## config.mk

```make
export PLATFORM = sky130hd
export DESIGN_NAME = color_blob_centroid_unit_flat
export DESIGN_NICKNAME = d
export VERILOG_FILES = /design/src/design/cbc_pkg.sv /design/src/design/cbc_ifs.sv /design/src/design/cbc_front.sv /design/src/design/cbc_queue.sv /design/src/design/cbc_back.sv /design/src/design/color_blob_centroid_unit.sv /design/src/flat_wrapper.sv
export SDC_FILE = /design/constraint.sdc
export NUM_CORES = 1
export LEC_CHECK = 0
export BUFFER_PORTS_ARGS = -buffer_cell sky130_fd_sc_hd__buf_4
export CAP_MARGIN = 10
export CELL_PAD_IN_SITES_DETAIL_PLACEMENT = 1
export CELL_PAD_IN_SITES_GLOBAL_PLACEMENT = 1
export CORE_ASPECT_RATIO = 1.5
export CORE_MARGIN = 2
export CORE_UTILIZATION = 49
export CTS_BUF_LIST = sky130_fd_sc_hd__clkbuf_4
export DETAILED_ROUTE_END_ITERATION = 10
export PLACE_DENSITY = 0.87
export REMOVE_ABC_BUFFERS = 1
export SETUP_SLACK_MARGIN = 0.1
export SYNTH_ARGS = -nofsm -noshare
export SYNTH_HDL_FRONTEND = slang
export SYNTH_SLANG_ARGS = --single-unit
```

## constraint.sdc

```tcl
create_clock -name clk -period 15.4 [get_ports clk]
set_input_delay 0 -clock clk [delete_from_list [all_inputs] [get_ports clk]]
set_output_delay 0 -clock clk [all_outputs]
set_load 0.01 [all_outputs]
```

## src/design/cbc_pkg.sv

```systemverilog
// cbc_pkg: shared constants, register indexes and types of the colour blob centroid unit
// no dependencies; imported by the interfaces and every module of the block
package cbc_pkg;

    // frame geometry limits
    localparam int MAX_COLS = 2048;
    localparam int MAX_ROWS = 2048;
    localparam int COL_W    = $clog2(MAX_COLS);
    localparam int ROW_W    = $clog2(MAX_ROWS);

    // field and accumulator widths
    localparam int CH_W      = 8;
    localparam int WIDTH_W   = 12;
    localparam int SEL_W     = 2;
    localparam int SUM_W     = 33;
    localparam int CNT_W     = 23;
    localparam int CENTRE_W  = 11;

    // configuration port
    localparam int CFG_IDX_W  = 2;
    localparam int CFG_DATA_W = 12;

    localparam logic [CFG_IDX_W-1:0] REG_IMAGE_WIDTH    = 2'd0;
    localparam logic [CFG_IDX_W-1:0] REG_CHANNEL_SELECT = 2'd1;
    localparam logic [CFG_IDX_W-1:0] REG_WHITE_LEVEL    = 2'd2;
    localparam logic [CFG_IDX_W-1:0] REG_CHANNEL_LEVEL  = 2'd3;

    // register reset values
    localparam logic [WIDTH_W-1:0] IMAGE_WIDTH_RST    = 12'd640;
    localparam logic [SEL_W-1:0]   CHANNEL_SELECT_RST = 2'd1;
    localparam logic [CH_W-1:0]    WHITE_LEVEL_RST    = 8'd220;
    localparam logic [CH_W-1:0]    CHANNEL_LEVEL_RST  = 8'd230;

    // channel selector codes
    localparam logic [SEL_W-1:0] SEL_BLUE  = 2'd0;
    localparam logic [SEL_W-1:0] SEL_GREEN = 2'd1;
    localparam logic [SEL_W-1:0] SEL_RED   = 2'd2;

    // divider and frame queue sizing
    localparam int DIV_STEPS   = SUM_W;
    localparam int STEP_W      = $clog2(DIV_STEPS);
    localparam int QUEUE_DEPTH = 2;
    localparam int QPTR_W      = $clog2(QUEUE_DEPTH);
    localparam int QCNT_W      = $clog2(QUEUE_DEPTH + 1);

    // live configuration
    typedef struct packed {
        logic [WIDTH_W-1:0] image_width;
        logic [SEL_W-1:0]   channel_select;
        logic [CH_W-1:0]    white_level;
        logic [CH_W-1:0]    channel_level;
    } cbc_cfg_t;

    // per-frame totals handed from the accumulator to the divider
    typedef struct packed {
        logic [SUM_W-1:0] row_sum;
        logic [SUM_W-1:0] col_sum;
        logic [CNT_W-1:0] count;
    } cbc_sums_t;

    // frame queue status seen by the divider side
    typedef struct packed {
        logic      valid;
        cbc_sums_t head;
    } cbc_qstat_t;

endpackage

```

## src/design/cbc_ifs.sv

```systemverilog
// cbc_pixel_if and cbc_centroid_if: valid/ready channels of the colour blob centroid unit
// depends on cbc_pkg for the field widths
interface cbc_pixel_if;
    import cbc_pkg::*;

    logic            valid;
    logic            ready;
    logic [CH_W-1:0] blue;
    logic [CH_W-1:0] green;
    logic [CH_W-1:0] red;
    logic            frame_end;

    modport source (output valid, output blue, output green, output red, output frame_end,
                    input ready);
    modport sink   (input valid, input blue, input green, input red, input frame_end,
                    output ready);
endinterface

interface cbc_centroid_if;
    import cbc_pkg::*;

    logic                valid;
    logic                ready;
    logic [CENTRE_W-1:0] center_row;
    logic [CENTRE_W-1:0] center_col;
    logic                no_pixels;

    modport source (output valid, output center_row, output center_col, output no_pixels,
                    input ready);
    modport sink   (input valid, input center_row, input center_col, input no_pixels,
                    output ready);
endinterface

```

## src/design/cbc_front.sv

```systemverilog
// cbc_front: pixel classifier, raster position tracking and per-frame accumulation
// depends on cbc_pkg and cbc_pixel_if; pushes frame totals into cbc_queue
module cbc_front
(
    input  logic              clk,
    input  logic              rst_n,
    input  cbc_pkg::cbc_cfg_t cfg,
    cbc_pixel_if.sink         pixel,
    input  logic              q_full,
    output logic              push,
    output cbc_pkg::cbc_sums_t push_sums
);
    import cbc_pkg::*;

    logic [COL_W-1:0]   col_reg;
    logic [ROW_W-1:0]   row_reg;
    logic [SUM_W-1:0]   row_sum_reg;
    logic [SUM_W-1:0]   col_sum_reg;
    logic [CNT_W-1:0]   count_reg;

    logic               accept;
    logic               black;
    logic               sel_ok;
    logic [CH_W-1:0]    sel_val;
    logic [CH_W-1:0]    test_val;
    logic               hit;
    logic [SUM_W:0]     row_add;
    logic [SUM_W:0]     col_add;
    cbc_sums_t          sums_next;
    logic [WIDTH_W-1:0] width_eff;
    logic [WIDTH_W-1:0] col_plus;

    // stall only when the frame queue has no room
    assign pixel.ready = !q_full;
    assign accept      = pixel.valid && pixel.ready;

    // bright-white pixels are treated as black
    assign black = (pixel.blue >= cfg.white_level) && (pixel.green >= cfg.white_level)
                   && (pixel.red >= cfg.white_level);

    // channel select
    always_comb
    begin
        sel_ok  = 1'b1;
        sel_val = pixel.green;
        unique case (cfg.channel_select)
            SEL_BLUE:  sel_val = pixel.blue;
            SEL_GREEN: sel_val = pixel.green;
            SEL_RED:   sel_val = pixel.red;
            default:   sel_ok  = 1'b0;
        endcase
    end

    assign test_val = black ? '0 : sel_val;
    assign hit      = sel_ok && (test_val >= cfg.channel_level);

    // saturating accumulation including the current pixel
    assign row_add = {1'b0, row_sum_reg} + (SUM_W+1)'(row_reg);
    assign col_add = {1'b0, col_sum_reg} + (SUM_W+1)'(col_reg);

    always_comb
    begin
        sums_next.row_sum = row_sum_reg;
        sums_next.col_sum = col_sum_reg;
        sums_next.count   = count_reg;
        if (hit)
        begin
            sums_next.row_sum = row_add[SUM_W] ? '1 : row_add[SUM_W-1:0];
            sums_next.col_sum = col_add[SUM_W] ? '1 : col_add[SUM_W-1:0];
            sums_next.count   = (&count_reg) ? count_reg : count_reg + 1'b1;
        end
    end

    assign push      = accept && pixel.frame_end;
    assign push_sums = sums_next;

    // effective row length
    assign width_eff = (cfg.image_width == '0 || cfg.image_width > WIDTH_W'(MAX_COLS))
                       ? WIDTH_W'(MAX_COLS) : cfg.image_width;
    assign col_plus  = WIDTH_W'(col_reg) + 1'b1;

    // position and totals
    always_ff @(posedge clk or negedge rst_n)
    begin
        if (!rst_n)
        begin
            col_reg     <= '0;
            row_reg     <= '0;
            row_sum_reg <= '0;
            col_sum_reg <= '0;
            count_reg   <= '0;
        end
        else if (accept)
        begin
            if (pixel.frame_end)
            begin
                col_reg     <= '0;
                row_reg     <= '0;
                row_sum_reg <= '0;
                col_sum_reg <= '0;
                count_reg   <= '0;
            end
            else
            begin
                row_sum_reg <= sums_next.row_sum;
                col_sum_reg <= sums_next.col_sum;
                count_reg   <= sums_next.count;
                if (col_plus >= width_eff)
                begin
                    col_reg <= '0;
                    if (row_reg != ROW_W'(MAX_ROWS - 1))
                    begin
                        row_reg <= row_reg + 1'b1;
                    end
                end
                else
                begin
                    col_reg <= col_plus[COL_W-1:0];
                end
            end
        end
    end

endmodule

```

## src/design/cbc_queue.sv

```systemverilog
// cbc_queue: short queue of frame totals between accumulator and divider
// depends on cbc_pkg for cbc_sums_t and the queue depth
module cbc_queue
(
    input  logic                clk,
    input  logic                rst_n,
    input  logic                push,
    input  cbc_pkg::cbc_sums_t  push_sums,
    output logic                full,
    input  logic                pop,
    output cbc_pkg::cbc_qstat_t status
);
    import cbc_pkg::*;

    cbc_sums_t         entry_reg [QUEUE_DEPTH];
    logic [QPTR_W-1:0] wr_ptr_reg;
    logic [QPTR_W-1:0] rd_ptr_reg;
    logic [QCNT_W-1:0] fill_reg;
    logic              do_push;
    logic              do_pop;

    assign full          = (fill_reg == QCNT_W'(QUEUE_DEPTH));
    assign status.valid  = (fill_reg != '0);
    assign status.head   = entry_reg[rd_ptr_reg];
    assign do_push       = push && !full;
    assign do_pop        = pop && status.valid;

    // storage
    always_ff @(posedge clk)
    begin
        if (do_push)
        begin
            entry_reg[wr_ptr_reg] <= push_sums;
        end
    end

    // pointers and fill level
    always_ff @(posedge clk or negedge rst_n)
    begin
        if (!rst_n)
        begin
            wr_ptr_reg <= '0;
            rd_ptr_reg <= '0;
            fill_reg   <= '0;
        end
        else
        begin
            if (do_push)
            begin
                wr_ptr_reg <= (wr_ptr_reg == QPTR_W'(QUEUE_DEPTH - 1)) ? '0 : wr_ptr_reg + 1'b1;
            end
            if (do_pop)
            begin
                rd_ptr_reg <= (rd_ptr_reg == QPTR_W'(QUEUE_DEPTH - 1)) ? '0 : rd_ptr_reg + 1'b1;
            end
            if (do_push && !do_pop)
            begin
                fill_reg <= fill_reg + 1'b1;
            end
            else if (do_pop && !do_push)
            begin
                fill_reg <= fill_reg - 1'b1;
            end
        end
    end

endmodule

```

## src/design/cbc_back.sv

```systemverilog
// cbc_back: iterative divider for the row and column means, plus the result register
// depends on cbc_pkg and cbc_centroid_if; pops frame totals from cbc_queue
module cbc_back
(
    input  logic                clk,
    input  logic                rst_n,
    input  cbc_pkg::cbc_qstat_t status,
    output logic                pop,
    cbc_centroid_if.source      centroid
);
    import cbc_pkg::*;

    localparam logic [1:0] S_IDLE = 2'd0;
    localparam logic [1:0] S_DIV  = 2'd1;
    localparam logic [1:0] S_WAIT = 2'd2;

    logic [1:0]          state_reg;
    logic [1:0]          state_next;
    logic [STEP_W-1:0]   step_reg;
    logic [SUM_W-1:0]    row_q_reg;
    logic [SUM_W-1:0]    col_q_reg;
    logic [CNT_W-1:0]    row_rem_reg;
    logic [CNT_W-1:0]    col_rem_reg;
    logic [CNT_W-1:0]    den_reg;
    logic                empty_reg;
    logic                out_valid_reg;
    logic [CENTRE_W-1:0] out_row_reg;
    logic [CENTRE_W-1:0] out_col_reg;
    logic                out_none_reg;

    logic [CNT_W+SUM_W-1:0] row_step;
    logic [CNT_W+SUM_W-1:0] col_step;
    logic [CENTRE_W-1:0]    row_clamp;
    logic [CENTRE_W-1:0]    col_clamp;
    logic                   load_out;
    logic                   take_out;

    // one restoring division step: returns {remainder, shifted quotient}
    function automatic logic [CNT_W+SUM_W-1:0] div_step(input logic [CNT_W-1:0] rem,
                                                       input logic [SUM_W-1:0] q,
                                                       input logic [CNT_W-1:0] den);
        logic [CNT_W:0]   rem_sh;
        logic [CNT_W:0]   diff;
        logic             ge;
        logic [CNT_W-1:0] rem_new;
        rem_sh  = {rem, q[SUM_W-1]};
        diff    = rem_sh - {1'b0, den};
        ge      = (rem_sh >= {1'b0, den});
        rem_new = ge ? diff[CNT_W-1:0] : rem_sh[CNT_W-1:0];
        return {rem_new, q[SUM_W-2:0], ge};
    endfunction

    // saturate a quotient to the centre field
    function automatic logic [CENTRE_W-1:0] clamp_centre(input logic [SUM_W-1:0] q);
        return (q[SUM_W-1:CENTRE_W] != '0) ? '1 : q[CENTRE_W-1:0];
    endfunction

    assign row_step  = div_step(row_rem_reg, row_q_reg, den_reg);
    assign col_step  = div_step(col_rem_reg, col_q_reg, den_reg);
    assign row_clamp = clamp_centre(row_q_reg);
    assign col_clamp = clamp_centre(col_q_reg);

    assign pop      = (state_reg == S_IDLE) && status.valid;
    assign take_out = out_valid_reg && centroid.ready;
    assign load_out = (state_reg == S_WAIT) && (!out_valid_reg || centroid.ready);

    // sequencer
    always_comb
    begin
        state_next = state_reg;
        unique case (state_reg)
            S_IDLE:
            begin
                if (status.valid)
                begin
                    state_next = (status.head.count == '0) ? S_WAIT : S_DIV;
                end
            end
            S_DIV:
            begin
                if (step_reg == STEP_W'(DIV_STEPS - 1))
                begin
                    state_next = S_WAIT;
                end
            end
            S_WAIT:
            begin
                if (load_out)
                begin
                    state_next = S_IDLE;
                end
            end
            default: state_next = S_IDLE;
        endcase
    end

    always_ff @(posedge clk or negedge rst_n)
    begin
        if (!rst_n)
        begin
            state_reg     <= S_IDLE;
            out_valid_reg <= 1'b0;
        end
        else
        begin
            state_reg <= state_next;
            if (load_out)
            begin
                out_valid_reg <= 1'b1;
            end
            else if (take_out)
            begin
                out_valid_reg <= 1'b0;
            end
        end
    end

    // divider datapath
    always_ff @(posedge clk)
    begin
        if (pop)
        begin
            empty_reg   <= (status.head.count == '0);
            den_reg     <= status.head.count;
            row_q_reg   <= (status.head.count == '0) ? '0 : status.head.row_sum;
            col_q_reg   <= (status.head.count == '0) ? '0 : status.head.col_sum;
            row_rem_reg <= '0;
            col_rem_reg <= '0;
            step_reg    <= '0;
        end
        else if (state_reg == S_DIV)
        begin
            {row_rem_reg, row_q_reg} <= row_step;
            {col_rem_reg, col_q_reg} <= col_step;
            step_reg                 <= step_reg + 1'b1;
        end
    end

    // result register
    always_ff @(posedge clk)
    begin
        if (load_out)
        begin
            out_row_reg  <= empty_reg ? '0 : row_clamp;
            out_col_reg  <= empty_reg ? '0 : col_clamp;
            out_none_reg <= empty_reg;
        end
    end

    assign centroid.valid      = out_valid_reg;
    assign centroid.center_row = out_row_reg;
    assign centroid.center_col = out_col_reg;
    assign centroid.no_pixels  = out_none_reg;

`ifndef SYNTHESIS
    a_no_zero_divisor: assert property (@(posedge clk) disable iff (!rst_n)
        state_reg == S_DIV |-> den_reg != '0)
        else $error("divider running with a zero divisor");

    a_step_in_range: assert property (@(posedge clk) disable iff (!rst_n)
        state_reg == S_DIV |-> step_reg < STEP_W'(DIV_STEPS))
        else $error("divider step count overran");

    a_empty_centre_zero: assert property (@(posedge clk) disable iff (!rst_n)
        out_valid_reg && out_none_reg |-> out_row_reg == '0 && out_col_reg == '0)
        else $error("empty frame reported a non-zero centre");

    a_load_after_div: assert property (@(posedge clk) disable iff (!rst_n)
        state_reg == S_DIV && step_reg == STEP_W'(DIV_STEPS - 1) |=> state_reg == S_WAIT)
        else $error("divider did not finish after its last step");
`endif

endmodule

```

## src/design/color_blob_centroid_unit.sv

```systemverilog
// color_blob_centroid_unit: top level of the colour blob centroid unit
// depends on cbc_pkg, cbc_ifs, cbc_front, cbc_queue and cbc_back
//
// Pixels of a raster frame stream in on the pixel channel, one per clock, with frame_end on
// the last pixel. Each pixel is classified and accumulated as it arrives, so the pixel input
// is ready every cycle as long as the two-entry frame queue has room. At each frame end the
// row sum, column sum and match count go into that queue; a shared bit-serial divider takes
// one frame at a time: it loads the frame, works out the 33 quotient bits for row and column
// in parallel and hands the result to the result register; a frame with no matching pixel
// skips the division. The pixel input therefore stalls only when short frames follow each
// other faster than the divider can finish them or results are not taken. Configuration
// registers take effect at once and should be written between frames.
module color_blob_centroid_unit
(
    input  logic                            clk,
    input  logic                            rst_n,
    input  logic                            cfg_we,
    input  logic [cbc_pkg::CFG_IDX_W-1:0]   cfg_index,
    input  logic [cbc_pkg::CFG_DATA_W-1:0]  cfg_data,
    cbc_pixel_if.sink                       pixel,
    cbc_centroid_if.source                  centroid
);
    import cbc_pkg::*;

    cbc_cfg_t   cfg_reg;
    logic       q_full;
    logic       push;
    cbc_sums_t  push_sums;
    logic       pop;
    cbc_qstat_t q_status;

    // configuration registers
    always_ff @(posedge clk or negedge rst_n)
    begin
        if (!rst_n)
        begin
            cfg_reg.image_width    <= IMAGE_WIDTH_RST;
            cfg_reg.channel_select <= CHANNEL_SELECT_RST;
            cfg_reg.white_level    <= WHITE_LEVEL_RST;
            cfg_reg.channel_level  <= CHANNEL_LEVEL_RST;
        end
        else if (cfg_we)
        begin
            unique case (cfg_index)
                REG_IMAGE_WIDTH:    cfg_reg.image_width    <= cfg_data[WIDTH_W-1:0];
                REG_CHANNEL_SELECT: cfg_reg.channel_select <= cfg_data[SEL_W-1:0];
                REG_WHITE_LEVEL:    cfg_reg.white_level    <= cfg_data[CH_W-1:0];
                REG_CHANNEL_LEVEL:  cfg_reg.channel_level  <= cfg_data[CH_W-1:0];
                default:            cfg_reg                <= cfg_reg;
            endcase
        end
    end

    // accumulator side
    cbc_front u_front
    (
        .clk       (clk),
        .rst_n     (rst_n),
        .cfg       (cfg_reg),
        .pixel     (pixel),
        .q_full    (q_full),
        .push      (push),
        .push_sums (push_sums)
    );

    // frame totals queue
    cbc_queue u_queue
    (
        .clk       (clk),
        .rst_n     (rst_n),
        .push      (push),
        .push_sums (push_sums),
        .full      (q_full),
        .pop       (pop),
        .status    (q_status)
    );

    // divider side
    cbc_back u_back
    (
        .clk      (clk),
        .rst_n    (rst_n),
        .status   (q_status),
        .pop      (pop),
        .centroid (centroid)
    );

endmodule
```

## src/flat_wrapper.sv

```systemverilog
// flat-port wrapper written by rule: the top's interface ports become plain ports
module color_blob_centroid_unit_flat import cbc_pkg::*;
  (clk, rst_n, cfg_we, cfg_index, cfg_data, pixel_valid, pixel_blue, pixel_green, pixel_red, pixel_frame_end, pixel_ready, centroid_valid, centroid_center_row, centroid_center_col, centroid_no_pixels, centroid_ready);
  cbc_pixel_if pixel_i ();
  cbc_centroid_if centroid_i ();
  input  logic clk;
  input  logic rst_n;
  input  logic cfg_we;
  input  logic [cbc_pkg::CFG_IDX_W-1:0] cfg_index;
  input  logic [cbc_pkg::CFG_DATA_W-1:0] cfg_data;
  input wire logic [$bits(pixel_i.valid)-1:0] pixel_valid;
  input wire logic [$bits(pixel_i.blue)-1:0] pixel_blue;
  input wire logic [$bits(pixel_i.green)-1:0] pixel_green;
  input wire logic [$bits(pixel_i.red)-1:0] pixel_red;
  input wire logic [$bits(pixel_i.frame_end)-1:0] pixel_frame_end;
  output wire logic [$bits(pixel_i.ready)-1:0] pixel_ready;
  output wire logic [$bits(centroid_i.valid)-1:0] centroid_valid;
  output wire logic [$bits(centroid_i.center_row)-1:0] centroid_center_row;
  output wire logic [$bits(centroid_i.center_col)-1:0] centroid_center_col;
  output wire logic [$bits(centroid_i.no_pixels)-1:0] centroid_no_pixels;
  input wire logic [$bits(centroid_i.ready)-1:0] centroid_ready;
  assign pixel_i.valid = pixel_valid;
  assign pixel_i.blue = pixel_blue;
  assign pixel_i.green = pixel_green;
  assign pixel_i.red = pixel_red;
  assign pixel_i.frame_end = pixel_frame_end;
  assign pixel_ready = pixel_i.ready;
  assign centroid_valid = centroid_i.valid;
  assign centroid_center_row = centroid_i.center_row;
  assign centroid_center_col = centroid_i.center_col;
  assign centroid_no_pixels = centroid_i.no_pixels;
  assign centroid_i.ready = centroid_ready;
  color_blob_centroid_unit u_core (.clk(clk), .rst_n(rst_n), .cfg_we(cfg_we), .cfg_index(cfg_index), .cfg_data(cfg_data), .pixel(pixel_i), .centroid(centroid_i));
endmodule
```

* Yosys cells after proc, flatten, opt, wreduce, memory -nomap -nowiden
Memory sizes are Yosys's and may differ from the RTL's. Index checks and enable logic that the tools add are counted.
Storage, ports and cells: flip-flop bits (word level) 313, RAM bits 178, input port bits 44, output and inout bits 25, word-level logic and storage cells 136, memories kept 1
Memory list:
- u_core.u_queue.entry_reg | depth 2, bits a word 89, read ports 1, clocked after memory_dff 0, write ports 1, line cbc_queue.sv:15 | cbc_sums_t entry_reg [QUEUE_DEPTH];
Operators by class: $add $sub $neg 12, magnitude comparators 8, equal/unequal tests 13, multiplexer cells 39, reductions and logical operators 39
Operators by type and width (count):
- $mux W33 | 10
- $mux W23 | 4
- $mux W89 | 1
- $mux W11 | 7
- $add A33 B11 Y34 | 2
- $ge A24 B23 Y1 | 2
- $sub A23 B23 Y23 | 2
- $reduce_bool A22 Y1 | 2
- $ge A8 B8 Y1 | 4
- $add A23 B1 Y23 const B | 1
- $logic_not A23 Y1 | 1
- $reduce_and A23 Y1 | 1
- $pmux W8 S2 | 1
- $add A11 B1 Y12 const B | 1
- $ge A12 B12 Y1 | 1
- $gt A12 B12 Y1 const B | 1
- $logic_and A1 B1 Y1 | 12
- $logic_not A12 Y1 | 1
- $mux W12 | 1
- $mux W2 | 6
- $reduce_bool A2 Y1 | 6
- $add A11 B1 Y11 const B | 1
- $ne A11 B11 Y1 const B | 1
- $eq A2 B2 Y1 const B | 5
- other kinds (16) | 37

* Depth between registers and ports, before layout
word-level depth 9, gate-level depth with buffers 23, gate-level depth less buffers 21

* By module
Synthesis repeated with hierarchy kept, for this count alone.
Second synthesis, totals: cells, all modules 2545, area total of the unflattened synthesis 27219.9 um^2
By module, submodules not included:
- cbc_front | instances 1, cells each 1225, area an instance 9785.6 um^2, sequential area each 2777.7 um^2
- cbc_back | instances 1, cells each 959, area an instance 9197.6 um^2, sequential area each 4509.3 um^2
- cbc_queue | instances 1, cells each 296, area an instance 7073.0 um^2, sequential area each 5445.2 um^2
- color_blob_centroid_unit | instances 1, cells each 65, area an instance 1163.6 um^2, sequential area each 767.0 um^2

* Worst setup path before layout
OpenSTA, ideal clock, no wires.
path type register to register, start point register u_core.u_queue.fill_reg[0], end point memory u_core.u_queue.entry_reg[0][0] (netlist bit) (enable), library setup time 0.538 ns, arrival 5.031 ns, data required time 14.862 ns, setup slack 9.831 ns, cell stages (with the launch flop) 7, cell sequence dfrtp_1 -> nand2b_1 -> and2_1 -> clkbuf_1 -> nand2_1 -> clkbuf_1 -> nor2_1
On the way: cells in the longest elaborated chain, start to end 7
Ends and longest elaborated chain:
- start, declared | line cbc_queue.sv:18 | logic [QCNT_W-1:0] fill_reg;
- start signal, assigned | line cbc_queue.sv:58 | fill_reg <= fill_reg + 1'b1;
- start signal, assigned | line cbc_queue.sv:62 | fill_reg <= fill_reg - 1'b1;
- $eq A2 B2 Y1 * | line cbc_queue.sv:22 | assign full = (fill_reg == QCNT_W'(QUEUE_DEPTH));
- $logic_not A1 Y1 * | line cbc_front.sv:34 | assign pixel.ready = !q_full;
- via pixel_ready | line flat_wrapper.sv:16 | output wire logic [$bits(pixel_i.ready)-1:0] pixel_ready;
- $logic_and A1 B1 Y1 | line cbc_front.sv:35 | assign accept = pixel.valid && pixel.ready;
- $logic_and A1 B1 Y1 | line cbc_front.sv:74 | assign push = accept && pixel.frame_end;
- $logic_and A1 B1 Y1 * | line cbc_queue.sv:25 | assign do_push = push && !full;
- $mux W1 * | line cbc_queue.sv:31 | if (do_push)
- $mux W1 (not written as such) * | line cbc_queue.sv:33 | entry_reg[wr_ptr_reg] <= push_sums;
- end, declared | line cbc_queue.sv:15
Mark *: on every way through the listed nets, which the timed path passes. The rest lies on a longest branch.

==> reports/results.ini <==
[global_route]
grtUsageTotal_pct=27.0
grt_pass1_wl_mm=121
grt_remaining_overflow=0
grt_pass1_vias=22700
grt_start_max_net_pins=86
grt_antenna_before_repair=3

[clocking]
cts-root-buf=clkbuf_4
htreeDepth=3
cts_tree=done
clkTransAtPathRegs_ns=0.08
clk_latency_ns=0.92
cts_resized=0
clk_path_buf_depth=3
cts_sinks=491
cts_made_buffers=118

[power]
finalPower_uw=5350
p_leak_uw=0.0123
power.density_nw_per_um2=182
ir_drop_uv=96.0

[logic_synthesis]
syn_inst=2440
ys_async_sr_fraction_pct=30.1
synth_area_leader_cell=edfxtp_1
ys_seq_area_share_pct=51.2
synth_edf_count=291
netlist_area_um2=26400
netlist_top_cells_count=edfxtp_1, nand2_1, a21oi_1, nor2_1, dfrtp_1
yosysTopAreaCellShare_pct=33.2
synth_area_leaders=edfxtp_1, dfrtp_1, ha_1
ys.flop_type=edfxtp_1
yosysMostFrequentCell=edfxtp_1
ys_types=99
ys_ff_latch=491
synth_area_per_cell_um2=10.8
yosys_warnings=0

[timing]
clock.fmax_mhz=168
setup_tns_ns=0
drv_slew=0
final.setup_skew_ns=0.0961
fin_crit_ns=5.94
hold_violations=0
relSlewSlack_pct=20.6
grt_setup_unrepaired=false
setup_viol=0
timing.final.crit_share_pct=38.6
tightest_slew_ns=1.19

[layout]
largest_reg_flops=178
drive_gt1_share_pct=16.2
area_growth_pct=11.3
fin_nets=2741

[placement]
io_buffers=68
globalplace.congestion=0.897
post-dp-hpwl_mm=49.6

[route]
vias=20600
post_drt_wl_per_cell_um=22.3
drc=0
ant_nets=0
firstDrtPassIters=5
drtIter0Drc=1100
drt_wl_total_mm=75.1
avgViaCountPerCell=6.10

[worst_setup_path]
regToRegSetupSlack_ns=9.46
path_delay_family=compound AO/OA/AOI/OAI gates
timing.critical_path.buf_inv=0
required_ns=16.04
reg2reg_from=u_core.cfg_reg[8]
crit_chain=ha_1 > nand2b_1 > a21o_1 > a21o_1 > a21oi_1 > nor2b_1 > o21ai_0 > a21oi_1 > o221a_2 > a211o_1 > ha_1 > nand2b_1 > a21o_1 > a21oi_1 > o211ai_2 > nand2_2 > nor2_1 > nand2_1 > a41oi_1
rr_worst_depth=19
worstSetupStartpoint=u_core.cfg_reg[8]
r2r-end=u_core.u_queue.entry_reg[1][88]
crit_end=u_core.u_queue.entry_reg[1][88]
path_class=flop to flop
critPathSlowestCell=nand2_1
crit_path_max_fanout=30
worstSetupPathDepth=19
startpoint_type=flop
cpPeakStageDelay_ns=0.79
cp.arrival_ns=6.59
cp-end-kind=flop

[worst_hold_path]
hold_class=input port to flop

[die]
die_area_um2=55700
dieWidth_um=193
start_util_pct=49.4
die_h_um=288
ioPinCount=69
core-area_um2=53400
row_count=104

[flow_run]
maxCapViolCount=0

[run_status]
outcome=completed

-- logic make-up (layout without fill, tap and decap cells) --
| logic type | count (synthesis) | in the layout | synth area share (%) |
|---|---|---|---|
| AOI/OAI and AO/OA | 638 | 638 | 15.8 |
| xor gates and xnor gates | 118 | 118 | 3.92 |
| adders and majority gates | 122 | 122 | 5.91 |
| buffers and inverters | 219 | 457 | 3.64 |
| DFF | 491 | 491 | 51.2 |
| muxes | 158 | 158 | 6.38 |
| other | 0 | 4 | 0 |
| and+or+nand+nor | 694 | 694 | 13.1 |
-- worst register-to-register path, cell delays in order (launching register included) --
cell and delay, ns:
dfrtp_1 0.42, ha_1 0.29, nand2b_1 0.15, a21o_1 0.18, a21o_1 0.17, a21oi_1 0.20
nor2b_1 0.07, o21ai_0 0.23, a21oi_1 0.11, o221a_2 0.36, a211o_1 0.30, ha_1 0.27
nand2b_1 0.10, a21o_1 0.11, a21oi_1 0.07, o211ai_2 0.23, nand2_2 0.37, nor2_1 0.70
nand2_1 0.79, a41oi_1 0.56
-- layer usage --
| layer | vias to the layer above | part of all wire [%] | global-route usage [%] | routed length (um) |
|---|---|---|---|---|
| met5 | - | 0.017 | 0 | 13 |
| met4 | 2 | 4.7 | 14.4 | 3510 |
| met3 | 226 | 4.2 | 4.40 | 3160 |
| met2 | 582 | 54 | 51.4 | 40800 |
| met1 | 10300 | 37 | 28.3 | 27600 |
| li1 | 9403 | - | - | - |
-- area by class of cell --
| cell class | count | area (um^2) |
|---|---|---|
| Fill cell | 5797 | 24000 |
| Sequential cell | 491 | 13500 |
| Multi-Input combinational cell | 1730 | 11900 |
| Timing Repair Buffer | 136 | 1150 |
| Clock buffer | 152 | 1140 |
| Tap cell | 689 | 862 |
| Inverter | 98 | 368 |
| Clock inverter | 71 | 347 |
| Antenna cell | 4 | 10.0 |
-- how the worst min path moves through the flow --
stage,from,endpoint,slack (ns),depth (start not counted)
6_report,pixel_green[3],u_core.u_front.count_reg[0],0.11,8
5_1_grt,cfg_we,u_core.cfg_reg[16],0.16,4
4_1_cts,pixel_green[3],u_core.u_front.count_reg[0],0.06,8
3_5_place_dp,rst_n,u_core.u_front.col_sum_reg[20],-0.02,1
3_3_place_gp,rst_n,u_core.u_front.col_sum_reg[20],-0.02,1
2_1_floorplan,rst_n,u_core.cfg_reg[0],-0.30,0
-- per-stage QoR --
step	cells	instance area [um^2]	util, %	worst slack, ns	hold WS, ns
2_1_floorplan	2319	25800	-	8.14	-0.296
6_report	3371	29300	55.0	9.46	0.115
4_1_cts	3367	29300	54.9	9.60	0.0610
5_1_grt	3371	29300	55.0	9.04	0.158
3_3_place_gp	3101	27400	51.3	9.93	-0.0230
3_5_place_dp	3101	27400	51.3	9.70	-0.0176
-- cell usage in the layout, fill, tap and decap left out, types with 17 or more instances in the layout --
master,Yosys,final
a31oi_1,23,23
edfxtp_1,291,291
a21oi_1,182,182
nand3_1,63,63
ha_1,118,118
nand2b_1,36,36
o21ai_0,126,126
and3_1,41,40
nand4_1,31,31
inv_1,95,94
xor2_1,47,47
nor4_1,24,23
nor3_1,25,25
dfrtp_1,135,134
dlygate4sd3_1,0,42
nor2b_1,19,17
clkbuf_4,0,152
a21o_1,38,38
mux2_2,80,80
dfxtp_1,52,52
o31ai_1,61,61
xnor2_1,71,71
o22ai_1,24,24
o21a_1,34,34
clkinv_2,0,22
mux2i_1,78,78
clkinv_1,1,43
nand2_1,227,226
buf_4,8,92
nor2_1,151,148
-- power by group --
group          total (uW)  switching [uW]  internal (uW)  leakage [uW]
registers            2080             219           1860       0.00514
logic                2200            1380            820       0.00623
clock network        1070             569            504      0.000901
-- what timing repair did --
action | in CTS | in global routing
hold endpoints to repair | 248 | 0
buffers inserted | 0 | 0
hold buffers | 43 | 0
Power figures use the tool's default switching activity.
